### src/sv/bzfb_pkg.sv
// ----------------------------------------------------------------------------
// bzfb_pkg
// Shared types and constants for the bilinear zoom / feather blend pipeline.
// ----------------------------------------------------------------------------
package bzfb_pkg;

  localparam int SAMPLE_W = 16;
  localparam int FRAC_W   = 8;
  localparam int WEIGHT_W = 16;
  localparam int NUM_W    = SAMPLE_W + WEIGHT_W;
  // quotient never exceeds the larger blended sample, so one bit per stage
  localparam int DIV_STAGES = SAMPLE_W;

  typedef logic [SAMPLE_W-1:0] sample_t;
  typedef logic [FRAC_W-1:0]   frac_t;
  typedef logic [WEIGHT_W-1:0] weight_t;
  typedef logic [NUM_W-1:0]    num_t;

  typedef struct packed {
    sample_t top_left;
    sample_t top_right;
    sample_t bottom_left;
    sample_t bottom_right;
    frac_t   frac_x;
    frac_t   frac_y;
    sample_t dest_prev;
    weight_t weight_total;
    weight_t weight_current;
  } in_item_t;

  // interpolated sample plus the blend weights
  typedef struct packed {
    sample_t fresh;
    sample_t dest_prev;
    weight_t total;
    weight_t cur;
    weight_t rest;
  } interp_item_t;

  // blend numerator ready for division
  typedef struct packed {
    num_t    num;
    weight_t total;
    sample_t fresh;
  } blend_item_t;

endpackage

### src/sv/bzfb_if.sv
// ----------------------------------------------------------------------------
// bzfb_if
// Valid/ready channels for the input item and the blended result.
// ----------------------------------------------------------------------------
interface bzfb_in_if;
  logic                   valid;
  logic                   ready;
  logic [15:0]            top_left;
  logic [15:0]            top_right;
  logic [15:0]            bottom_left;
  logic [15:0]            bottom_right;
  logic [7:0]             frac_x;
  logic [7:0]             frac_y;
  logic [15:0]            dest_prev;
  logic [15:0]            weight_total;
  logic [15:0]            weight_current;

  modport source (
    output valid, top_left, top_right, bottom_left, bottom_right,
           frac_x, frac_y, dest_prev, weight_total, weight_current,
    input  ready
  );
  modport sink (
    input  valid, top_left, top_right, bottom_left, bottom_right,
           frac_x, frac_y, dest_prev, weight_total, weight_current,
    output ready
  );
endinterface

interface bzfb_out_if;
  logic        valid;
  logic        ready;
  logic [15:0] blended;

  modport source (output valid, blended, input ready);
  modport sink   (input valid, blended, output ready);
endinterface

### src/sv/bilinear_zoom_feather_blend.sv
// ----------------------------------------------------------------------------
// bilinear_zoom_feather_blend
// Bilinear sample of four neighbours, feather-blended into the destination.
// ----------------------------------------------------------------------------
// Takes one destination pixel per clock unless a held output has filled the
// pipeline, and returns one blended sample per transaction.
// Interpolation takes two stages, the weighted numerator two more, and the
// division by the total weight 16 stages at one quotient bit each; that
// divider sets the depth. Every stage stalls on its own, so a held output
// only stops new transactions once all bubbles in the pipeline are filled.
module bilinear_zoom_feather_blend (
  input  logic       clk,
  input  logic       rst_n,
  bzfb_in_if.sink    in_ch,
  bzfb_out_if.source out_ch
);
  import bzfb_pkg::*;

  in_item_t     in_item;
  interp_item_t interp_item;
  blend_item_t  blend_item;
  logic         interp_valid, interp_ready;
  logic         blend_valid, blend_ready;

  always_comb begin
    in_item.top_left       = in_ch.top_left;
    in_item.top_right      = in_ch.top_right;
    in_item.bottom_left    = in_ch.bottom_left;
    in_item.bottom_right   = in_ch.bottom_right;
    in_item.frac_x         = in_ch.frac_x;
    in_item.frac_y         = in_ch.frac_y;
    in_item.dest_prev      = in_ch.dest_prev;
    in_item.weight_total   = in_ch.weight_total;
    in_item.weight_current = in_ch.weight_current;
  end

  bzfb_interp u_interp (
    .clk       (clk),
    .rst_n     (rst_n),
    .in_valid  (in_ch.valid),
    .in_ready  (in_ch.ready),
    .in_item   (in_item),
    .out_valid (interp_valid),
    .out_ready (interp_ready),
    .out_item  (interp_item)
  );

  bzfb_blend_mul u_blend_mul (
    .clk       (clk),
    .rst_n     (rst_n),
    .in_valid  (interp_valid),
    .in_ready  (interp_ready),
    .in_item   (interp_item),
    .out_valid (blend_valid),
    .out_ready (blend_ready),
    .out_item  (blend_item)
  );

  bzfb_div u_div (
    .clk         (clk),
    .rst_n       (rst_n),
    .in_valid    (blend_valid),
    .in_ready    (blend_ready),
    .in_item     (blend_item),
    .out_valid   (out_ch.valid),
    .out_ready   (out_ch.ready),
    .out_blended (out_ch.blended)
  );

endmodule

### src/sv/bzfb_interp.sv
// ----------------------------------------------------------------------------
// bzfb_interp
// Two-stage bilinear interpolation: horizontal pair, then vertical.
// ----------------------------------------------------------------------------
module bzfb_interp (
  input  logic                    clk,
  input  logic                    rst_n,
  input  logic                    in_valid,
  output logic                    in_ready,
  input  bzfb_pkg::in_item_t      in_item,
  output logic                    out_valid,
  input  logic                    out_ready,
  output bzfb_pkg::interp_item_t  out_item
);
  import bzfb_pkg::*;

  typedef struct packed {
    sample_t top;
    sample_t bot;
    frac_t   frac_y;
    sample_t dest_prev;
    weight_t total;
    weight_t cur;
    weight_t rest;
  } horiz_t;

  // a*(256-f) + b*f == a*256 + (b-a)*f, one multiplier per lerp
  function automatic sample_t lerp8(input sample_t a, input sample_t b, input frac_t f);
    logic signed [SAMPLE_W:0]            diff;
    logic signed [SAMPLE_W+FRAC_W+1:0]   acc;
    diff = $signed({1'b0, b}) - $signed({1'b0, a});
    acc  = $signed({2'b00, a, {FRAC_W{1'b0}}}) + diff * $signed({1'b0, f});
    return acc[SAMPLE_W+FRAC_W-1:FRAC_W];
  endfunction

  logic         v1_r, v2_r;
  logic         en1, en2;
  horiz_t       s1_r, s1_nxt;
  interp_item_t s2_r, s2_nxt;
  weight_t      cur_clamp;

  always_comb begin
    en2      = !v2_r || out_ready;
    en1      = !v1_r || en2;
    in_ready = en1;
  end

  always_comb begin
    cur_clamp = (in_item.weight_current > in_item.weight_total) ?
                in_item.weight_total : in_item.weight_current;
    s1_nxt.top       = lerp8(in_item.top_left, in_item.top_right, in_item.frac_x);
    s1_nxt.bot       = lerp8(in_item.bottom_left, in_item.bottom_right, in_item.frac_x);
    s1_nxt.frac_y    = in_item.frac_y;
    s1_nxt.dest_prev = in_item.dest_prev;
    s1_nxt.total     = in_item.weight_total;
    s1_nxt.cur       = cur_clamp;
    s1_nxt.rest      = in_item.weight_total - cur_clamp;
  end

  always_comb begin
    s2_nxt.fresh     = lerp8(s1_r.top, s1_r.bot, s1_r.frac_y);
    s2_nxt.dest_prev = s1_r.dest_prev;
    s2_nxt.total     = s1_r.total;
    s2_nxt.cur       = s1_r.cur;
    s2_nxt.rest      = s1_r.rest;
  end

  always_ff @(posedge clk) begin
    if (!rst_n) begin
      v1_r <= 1'b0;
      v2_r <= 1'b0;
    end else begin
      if (en1) v1_r <= in_valid;
      if (en2) v2_r <= v1_r;
    end
  end

  always_ff @(posedge clk) begin
    if (en1) s1_r <= s1_nxt;
    if (en2) s2_r <= s2_nxt;
  end

  assign out_valid = v2_r;
  assign out_item  = s2_r;

endmodule

### src/sv/bzfb_blend_mul.sv
// ----------------------------------------------------------------------------
// bzfb_blend_mul
// Blend numerator: two weight products, then their sum.
// ----------------------------------------------------------------------------
module bzfb_blend_mul (
  input  logic                    clk,
  input  logic                    rst_n,
  input  logic                    in_valid,
  output logic                    in_ready,
  input  bzfb_pkg::interp_item_t  in_item,
  output logic                    out_valid,
  input  logic                    out_ready,
  output bzfb_pkg::blend_item_t   out_item
);
  import bzfb_pkg::*;

  typedef struct packed {
    num_t    prod_prev;
    num_t    prod_fresh;
    weight_t total;
    sample_t fresh;
  } prod_t;

  logic        v1_r, v2_r;
  logic        en1, en2;
  prod_t       s1_r, s1_nxt;
  blend_item_t s2_r, s2_nxt;

  always_comb begin
    en2      = !v2_r || out_ready;
    en1      = !v1_r || en2;
    in_ready = en1;
  end

  always_comb begin
    s1_nxt.prod_prev  = num_t'(in_item.dest_prev) * num_t'(in_item.rest);
    s1_nxt.prod_fresh = num_t'(in_item.fresh) * num_t'(in_item.cur);
    s1_nxt.total      = in_item.total;
    s1_nxt.fresh      = in_item.fresh;
  end

  // sum stays below 65536*total, so it fits the numerator width
  always_comb begin
    s2_nxt.num   = s1_r.prod_prev + s1_r.prod_fresh;
    s2_nxt.total = s1_r.total;
    s2_nxt.fresh = s1_r.fresh;
  end

  always_ff @(posedge clk) begin
    if (!rst_n) begin
      v1_r <= 1'b0;
      v2_r <= 1'b0;
    end else begin
      if (en1) v1_r <= in_valid;
      if (en2) v2_r <= v1_r;
    end
  end

  always_ff @(posedge clk) begin
    if (en1) s1_r <= s1_nxt;
    if (en2) s2_r <= s2_nxt;
  end

  assign out_valid = v2_r;
  assign out_item  = s2_r;

endmodule

### src/sv/bzfb_div.sv
// ----------------------------------------------------------------------------
// bzfb_div
// Pipelined restoring divider, one quotient bit per stage, with the
// zero-total bypass applied at the output.
// ----------------------------------------------------------------------------
module bzfb_div (
  input  logic                   clk,
  input  logic                   rst_n,
  input  logic                   in_valid,
  output logic                   in_ready,
  input  bzfb_pkg::blend_item_t  in_item,
  output logic                   out_valid,
  input  logic                   out_ready,
  output bzfb_pkg::sample_t      out_blended
);
  import bzfb_pkg::*;

  typedef struct packed {
    weight_t rem;
    num_t    shq;     // numerator bits still to come, quotient shifted in below
    weight_t divisor;
    sample_t fresh;
  } div_stage_t;

  logic       v_r  [DIV_STAGES];
  logic       en   [DIV_STAGES];
  div_stage_t st_r [DIV_STAGES];
  div_stage_t st_nxt [DIV_STAGES];

  function automatic div_stage_t div_step(input div_stage_t s);
    logic [WEIGHT_W:0] trial;
    logic              ge;
    div_stage_t        r;
    trial   = {s.rem, s.shq[NUM_W-1]};
    ge      = (trial >= {1'b0, s.divisor});
    r       = s;
    r.rem   = ge ? WEIGHT_W'(trial - {1'b0, s.divisor}) : trial[WEIGHT_W-1:0];
    r.shq   = {s.shq[NUM_W-2:0], ge};
    return r;
  endfunction

  // ready chain runs back from the output register
  always_comb begin
    for (int k = DIV_STAGES - 1; k >= 0; k--) begin
      if (k == DIV_STAGES - 1) en[k] = !v_r[k] || out_ready;
      else                     en[k] = !v_r[k] || en[k+1];
    end
    in_ready = en[0];
  end

  // high half of the numerator is already below the divisor
  always_comb begin
    div_stage_t first;
    first.rem     = in_item.num[NUM_W-1:NUM_W-WEIGHT_W];
    first.shq     = {in_item.num[NUM_W-WEIGHT_W-1:0], {WEIGHT_W{1'b0}}};
    first.divisor = in_item.total;
    first.fresh   = in_item.fresh;
    for (int k = 0; k < DIV_STAGES; k++) begin
      if (k == 0) st_nxt[k] = div_step(first);
      else        st_nxt[k] = div_step(st_r[k-1]);
    end
  end

  always_ff @(posedge clk) begin
    if (!rst_n) begin
      for (int k = 0; k < DIV_STAGES; k++) v_r[k] <= 1'b0;
    end else begin
      for (int k = 0; k < DIV_STAGES; k++) begin
        if (en[k]) v_r[k] <= (k == 0) ? in_valid : v_r[k-1];
      end
    end
  end

  always_ff @(posedge clk) begin
    for (int k = 0; k < DIV_STAGES; k++) begin
      if (en[k]) st_r[k] <= st_nxt[k];
    end
  end

  assign out_valid   = v_r[DIV_STAGES-1];
  assign out_blended = (st_r[DIV_STAGES-1].divisor == '0) ?
                       st_r[DIV_STAGES-1].fresh :
                       st_r[DIV_STAGES-1].shq[SAMPLE_W-1:0];

endmodule

### src/flat_wrapper.sv
// flat-port wrapper written by rule: the top's interface ports become plain ports
module bilinear_zoom_feather_blend_flat import bzfb_pkg::*;
  (clk, rst_n, in_ch_valid, in_ch_top_left, in_ch_top_right, in_ch_bottom_left, in_ch_bottom_right, in_ch_frac_x, in_ch_frac_y, in_ch_dest_prev, in_ch_weight_total, in_ch_weight_current, in_ch_ready, out_ch_valid, out_ch_blended, out_ch_ready);
  bzfb_in_if in_ch_i ();
  bzfb_out_if out_ch_i ();
  input  logic clk;
  input  logic rst_n;
  input wire logic [$bits(in_ch_i.valid)-1:0] in_ch_valid;
  input wire logic [$bits(in_ch_i.top_left)-1:0] in_ch_top_left;
  input wire logic [$bits(in_ch_i.top_right)-1:0] in_ch_top_right;
  input wire logic [$bits(in_ch_i.bottom_left)-1:0] in_ch_bottom_left;
  input wire logic [$bits(in_ch_i.bottom_right)-1:0] in_ch_bottom_right;
  input wire logic [$bits(in_ch_i.frac_x)-1:0] in_ch_frac_x;
  input wire logic [$bits(in_ch_i.frac_y)-1:0] in_ch_frac_y;
  input wire logic [$bits(in_ch_i.dest_prev)-1:0] in_ch_dest_prev;
  input wire logic [$bits(in_ch_i.weight_total)-1:0] in_ch_weight_total;
  input wire logic [$bits(in_ch_i.weight_current)-1:0] in_ch_weight_current;
  output wire logic [$bits(in_ch_i.ready)-1:0] in_ch_ready;
  output wire logic [$bits(out_ch_i.valid)-1:0] out_ch_valid;
  output wire logic [$bits(out_ch_i.blended)-1:0] out_ch_blended;
  input wire logic [$bits(out_ch_i.ready)-1:0] out_ch_ready;
  assign in_ch_i.valid = in_ch_valid;
  assign in_ch_i.top_left = in_ch_top_left;
  assign in_ch_i.top_right = in_ch_top_right;
  assign in_ch_i.bottom_left = in_ch_bottom_left;
  assign in_ch_i.bottom_right = in_ch_bottom_right;
  assign in_ch_i.frac_x = in_ch_frac_x;
  assign in_ch_i.frac_y = in_ch_frac_y;
  assign in_ch_i.dest_prev = in_ch_dest_prev;
  assign in_ch_i.weight_total = in_ch_weight_total;
  assign in_ch_i.weight_current = in_ch_weight_current;
  assign in_ch_ready = in_ch_i.ready;
  assign out_ch_valid = out_ch_i.valid;
  assign out_ch_blended = out_ch_i.blended;
  assign out_ch_i.ready = out_ch_ready;
  bilinear_zoom_feather_blend u_core (.clk(clk), .rst_n(rst_n), .in_ch(in_ch_i), .out_ch(out_ch_i));
endmodule
### config.mk
export PLATFORM = sky130hd
export DESIGN_NAME = bilinear_zoom_feather_blend_flat
export DESIGN_NICKNAME = d
export VERILOG_FILES = /design/src/sv/bzfb_pkg.sv /design/src/sv/bzfb_if.sv /design/src/sv/bilinear_zoom_feather_blend.sv /design/src/sv/bzfb_interp.sv /design/src/sv/bzfb_blend_mul.sv /design/src/sv/bzfb_div.sv /design/src/flat_wrapper.sv
export SDC_FILE = /design/constraint.sdc
export NUM_CORES = 2
export LEC_CHECK = 0
export BUFFER_PORTS_ARGS = -buffer_cell sky130_fd_sc_hd__buf_2
export CORE_AREA = 3 3 569 402
export DETAILED_ROUTE_END_ITERATION = 10
export DIE_AREA = 0 0 572 405
export PLACE_DENSITY = 0.64
export SLEW_MARGIN = 30
export SYNTH_ARGS = -nofsm -noshare
export SYNTH_HDL_FRONTEND = slang
export SYNTH_SLANG_ARGS = --single-unit
### constraint.sdc
create_clock -name clk -period 9 [get_ports clk]
set_input_delay 0.9 -clock clk [delete_from_list [all_inputs] [get_ports clk]]
set_output_delay 0.9 -clock clk [all_outputs]
set_load 0.005 [all_outputs]
==> results.md <==
- During synthesis, Yosys emitted a total of 0 warnings.
- The share of the yosys chip area belonging to registers is 44.9%.
- Once the clock tree was built, the resizer swapped 0 gates to a different size.
- STA puts the critical path data required time at 9510 ps.
- The total clock buffers created by CTS is 143.
- Dividing the final minimum period by the clock period gives 89.0%.
- The slew at the pin closest to its max-slew limit is 993 ps.
- The minimum setup slack in the final design is 986 ps.
- The count of hold-fix buffers inserted at cts is 0.
- The synthesized netlist net count is 9398.
- The final number of max-transition violations came to 0.
- The via count of the first global-routing pass was 57100.
- In the final routed layout, each cell accounts on average for 17.5 um.
- The count of nets left with antenna violations once routing finished came out at 0.
- The starting density of the core is 41.1%.
- The final layout contains routed wiring with a total length of 193 mm.
- The final route contains 55800 vias.
- Buffers added to address setup during post-CTS repair amount to 0.
- CTS placed an instance of clkbuf_16 at the clock tree root.
- The TritonCTS clock tree is built.
- The synthesized design contains 1367 enable-type register cells.
- The maximum operating frequency is 0.125 GHz.
- The critical path contains buffers and inverters numbering 4 combined.
- The total half-perimeter wirelength after legalization and detailed placement is 146 mm.
- The number of placed instances with taps included is 10800.
- The data arrival time of the critical path is 8520 ps.
- The path class of the tightest hold or removal check is primary input to flip-flop.
- A synthesized cell averages 11.7 um^2.
- The post-place setup slack is 453 ps.
- The standard cell with the maximum stage delay on the critical path is xnor2_1.
- The core region is 223000 um^2.
- The number of antenna violations at the first check in global routing came to 6.
- The post-route DRC violation count is 0.
- Setup repair after global routing left no endpoint under its margin.
- The final number of setup-violating endpoints is 0.
- The clock sink count is 1372.
- The number of violations reported at the end of detailed-routing iteration 0 is 3855.
- The run finished with clean final reports.
- The largest fanout on the critical path is 8.
- The post-synthesis cell type count is 78.
- Counting flops and latches in the post-synthesis netlist gives 1372.
- Pin placement for this block handled 150 I/O pins.
- The total routing usage reported by global routing is 16.8%.
- The tool flagged a number of max-cap violations equal to 0.
- The shortest clock period the worst path allows after layout is 8010 ps.
- In this run the deepest clock path goes through 4 buffers.
- The later pin in the worst-skew pair is clocked with a latency of 790 ps.
- The average vias per placed instance is 5.06.
- After clock tree synthesis, the clock-pin slew on the worst setup and hold paths is 60 ps.
- The count of buffers from port buffering is 149.
- Adding up every negative setup slack in the final design gives 0 ps.
- The share of layout cells above drive strength 1 is 7.51%.
- Summing every instance area after synthesis gives 91600 um^2.
- The floorplan step defined a die boundary enclosing 232000 um^2.
- The global-route congestion overflow total is 0.
- The global placement routability congestion is 0.886.
- The total of fill cells in the finished design is 20100.
- The final count of hold timing violations is 0.
- The synthesis-to-layout area growth is 9.71%.
- Synthesis produced 7798 cells.
- The type of the setup path with the least slack is flip-flop to flip-flop.
- Entering global routing, the biggest net connects 68 pins.
- The cell that appears most often on the critical path is fa_1.
- Before antenna repair, the detailed router went through 8 iterations.
- The site row count is 145.
- The number of H-tree levels is 4.
- After the flow finishes, the layout carries non-filler instances totaling 11000.
- The element type at the critical path end is a flip-flop.
- Broken down by cell family, the worst path's largest delay share belongs to adder cells.
- The most used flip-flop cell after synthesis is edfxtp_1.
- The die outline width is 572 um.
- The delay of the slowest critical-path stage is 600 ps.
- The startpoint class of the critical path is a flip-flop.
- The final layout contains 9586 nets.
- The worst pin sits at a relative slew slack of 33.8%.
- The y dimension of the die is 405 um.
- Counting flops with an async set or reset pin after synthesis yields a share of 0%.
- The clock arrives with 54.1 ps of skew.
- The wire length of the first global-routing pass is 311 mm.
==> registers in the layout, indices dropped and copies added (netlist names), 16 cells and up <==
register and flops:
u_core.u_div.v_r 16, u_core.u_blend_mul.s1_r 96, u_core.u_blend_mul.out_item 64, u_core.u_interp.s1_r 104, u_core.u_div.st_r 1008, u_core.u_interp.out_item 80
==> placed cells by master, fill, tap and decap left out, drive strengths merged, types with 33 or more instances in the layout <==
| cell type | netlist | layout |
|---|---|---|
| or3 | 37 | 37 |
| nand2 | 689 | 689 |
| a21boi | 33 | 33 |
| nand4 | 59 | 59 |
| xor2 | 91 | 91 |
| and3 | 33 | 33 |
| a31oi | 35 | 35 |
| xnor2 | 265 | 265 |
| edfxtp | 1367 | 1367 |
| and2 | 356 | 356 |
| mux2 | 133 | 133 |
| o21ai | 165 | 165 |
| clkbuf | 116 | 167 |
| nor2 | 347 | 347 |
| nand3 | 86 | 86 |
| o21a | 78 | 78 |
| ha | 709 | 709 |
| nand2b | 56 | 56 |
| nor2b | 109 | 109 |
| nor3 | 119 | 119 |
| a21o | 124 | 124 |
| inv | 1361 | 1366 |
| fa | 759 | 759 |
| buf | 32 | 191 |
| clkinv | 0 | 51 |
| a21oi | 327 | 327 |
==> routing by layer <==
| metal | GRT usage (%) | part of all wire [%] |
|---|---|---|
| met1 | 25.0 | 48 |
| met2 | 25.9 | 44 |
| met5 | 0 | 0 |
| met4 | 3.87 | 2.2 |
| met3 | 2.34 | 5.3 |
==> area by class of cell <==
class,instances,area [um^2],area share (%)
antenna,3,7.51,0.00747
clock buffer,167,3730,3.72
clock inverter,84,912,0.908
inverter,1361,5110,5.09
multi-input combinational,4917,44800,44.6
sequential,1372,41100,41.0
tap,2940,3680,3.66
timing repair buffer,191,1080,1.08
==> cells by family after synthesis <==
family	count (synthesis)	share of synthesized area, %
fa+ha+maj	1468	26.3
buf+inv	1509	6.22
mux	154	1.87
flops	1372	44.9
simple gates	1965	10.4
xor+xnor	356	3.41
compound gates	974	6.85
==> through the flow <==
step / util, % / hold slack (ps) / cell area (um^2)
detailed placement: 42.9 / 405 / 95800
finish: 45.0 / 301 / 100000
global route: 45.0 / 245 / 100000
CTS: 45.0 / 229 / 100000
floorplan: - / 400 / 91600
global placement: 42.9 / 401 / 95800
==> synth_stat cells (7+ instances only) <==
| master | instances | share of area, % |
|---|---|---|
| edfxtp_1 | 1367 | 45 |
| inv_1 | 1361 | 5.6 |
| fa_1 | 759 | 17 |
| ha_1 | 709 | 9.7 |
| nand2_1 | 687 | 2.8 |
| and2_1 | 354 | 2.4 |
| nor2_1 | 345 | 1.4 |
| a21oi_1 | 327 | 1.8 |
| xnor2_1 | 265 | 2.5 |
| o21ai_0 | 152 | 0.83 |
| mux2_2 | 133 | 1.6 |
| a21o_1 | 124 | 1.0 |
| nor3_1 | 119 | 0.65 |
| clkbuf_1 | 116 | 0.48 |
| nor2b_1 | 109 | 0.74 |
| xor2_1 | 91 | 0.87 |
| nand3_1 | 86 | 0.47 |
| o21a_1 | 76 | 0.62 |
| nand4_1 | 59 | 0.40 |
| nand2b_1 | 56 | 0.38 |
| or3_1 | 37 | 0.25 |
| a31oi_1 | 35 | 0.24 |
| and3_1 | 33 | 0.23 |
| a21boi_0 | 29 | 0.24 |
| buf_2 | 28 | 0.15 |
| o21bai_1 | 26 | 0.21 |
| o31ai_1 | 24 | 0.20 |
| a211oi_1 | 23 | 0.19 |
| o211ai_1 | 22 | 0.18 |
| mux2i_1 | 21 | 0.23 |
| a31o_2 | 20 | 0.19 |
| nor4_1 | 18 | 0.12 |
| o41ai_1 | 15 | 0.14 |
| and4_1 | 13 | 0.12 |
| o21ai_1 | 13 | 0.071 |
| nand3b_1 | 11 | 0.090 |
| and2b_1 | 10 | 0.082 |
| or2_2 | 10 | 0.068 |
| a221oi_1 | 9 | 0.086 |
| a211o_1 | 7 | 0.067 |
==> worst paths after layout <==
check	startpoint	to	slack (ps)	cells past startpoint
min reg2reg	u_core.u_div.st_r[0][322]$_DFFE_PP_	u_core.u_div.st_r[0][402]$_DFFE_PP_	380	0
max reg2reg	u_core.u_interp.s1_r[89]$_DFFE_PP_	u_core.u_interp.out_item[79]$_DFFE_PP_	990	28
min	in_ch_frac_y[5]	u_core.u_interp.s1_r[69]$_DFFE_PP_	300	1
max	u_core.u_interp.s1_r[89]$_DFFE_PP_	u_core.u_interp.out_item[79]$_DFFE_PP_	990	28
==> worst register-to-register path, delay by kind of cell (launching register included) <==
family	cells	cell delay, ps
adder cells (fa/ha/maj)	7	3100
XOR/XNOR	2	720
AND/OR/NAND/NOR	4	580
flip-flops	1	380
AO/OA/AOI/OAI	11	2730
buffers and inverters	4	250
Power is not shown: default switching activity piles up to over one toggle a cycle in this logic, so the estimate is an artifact.
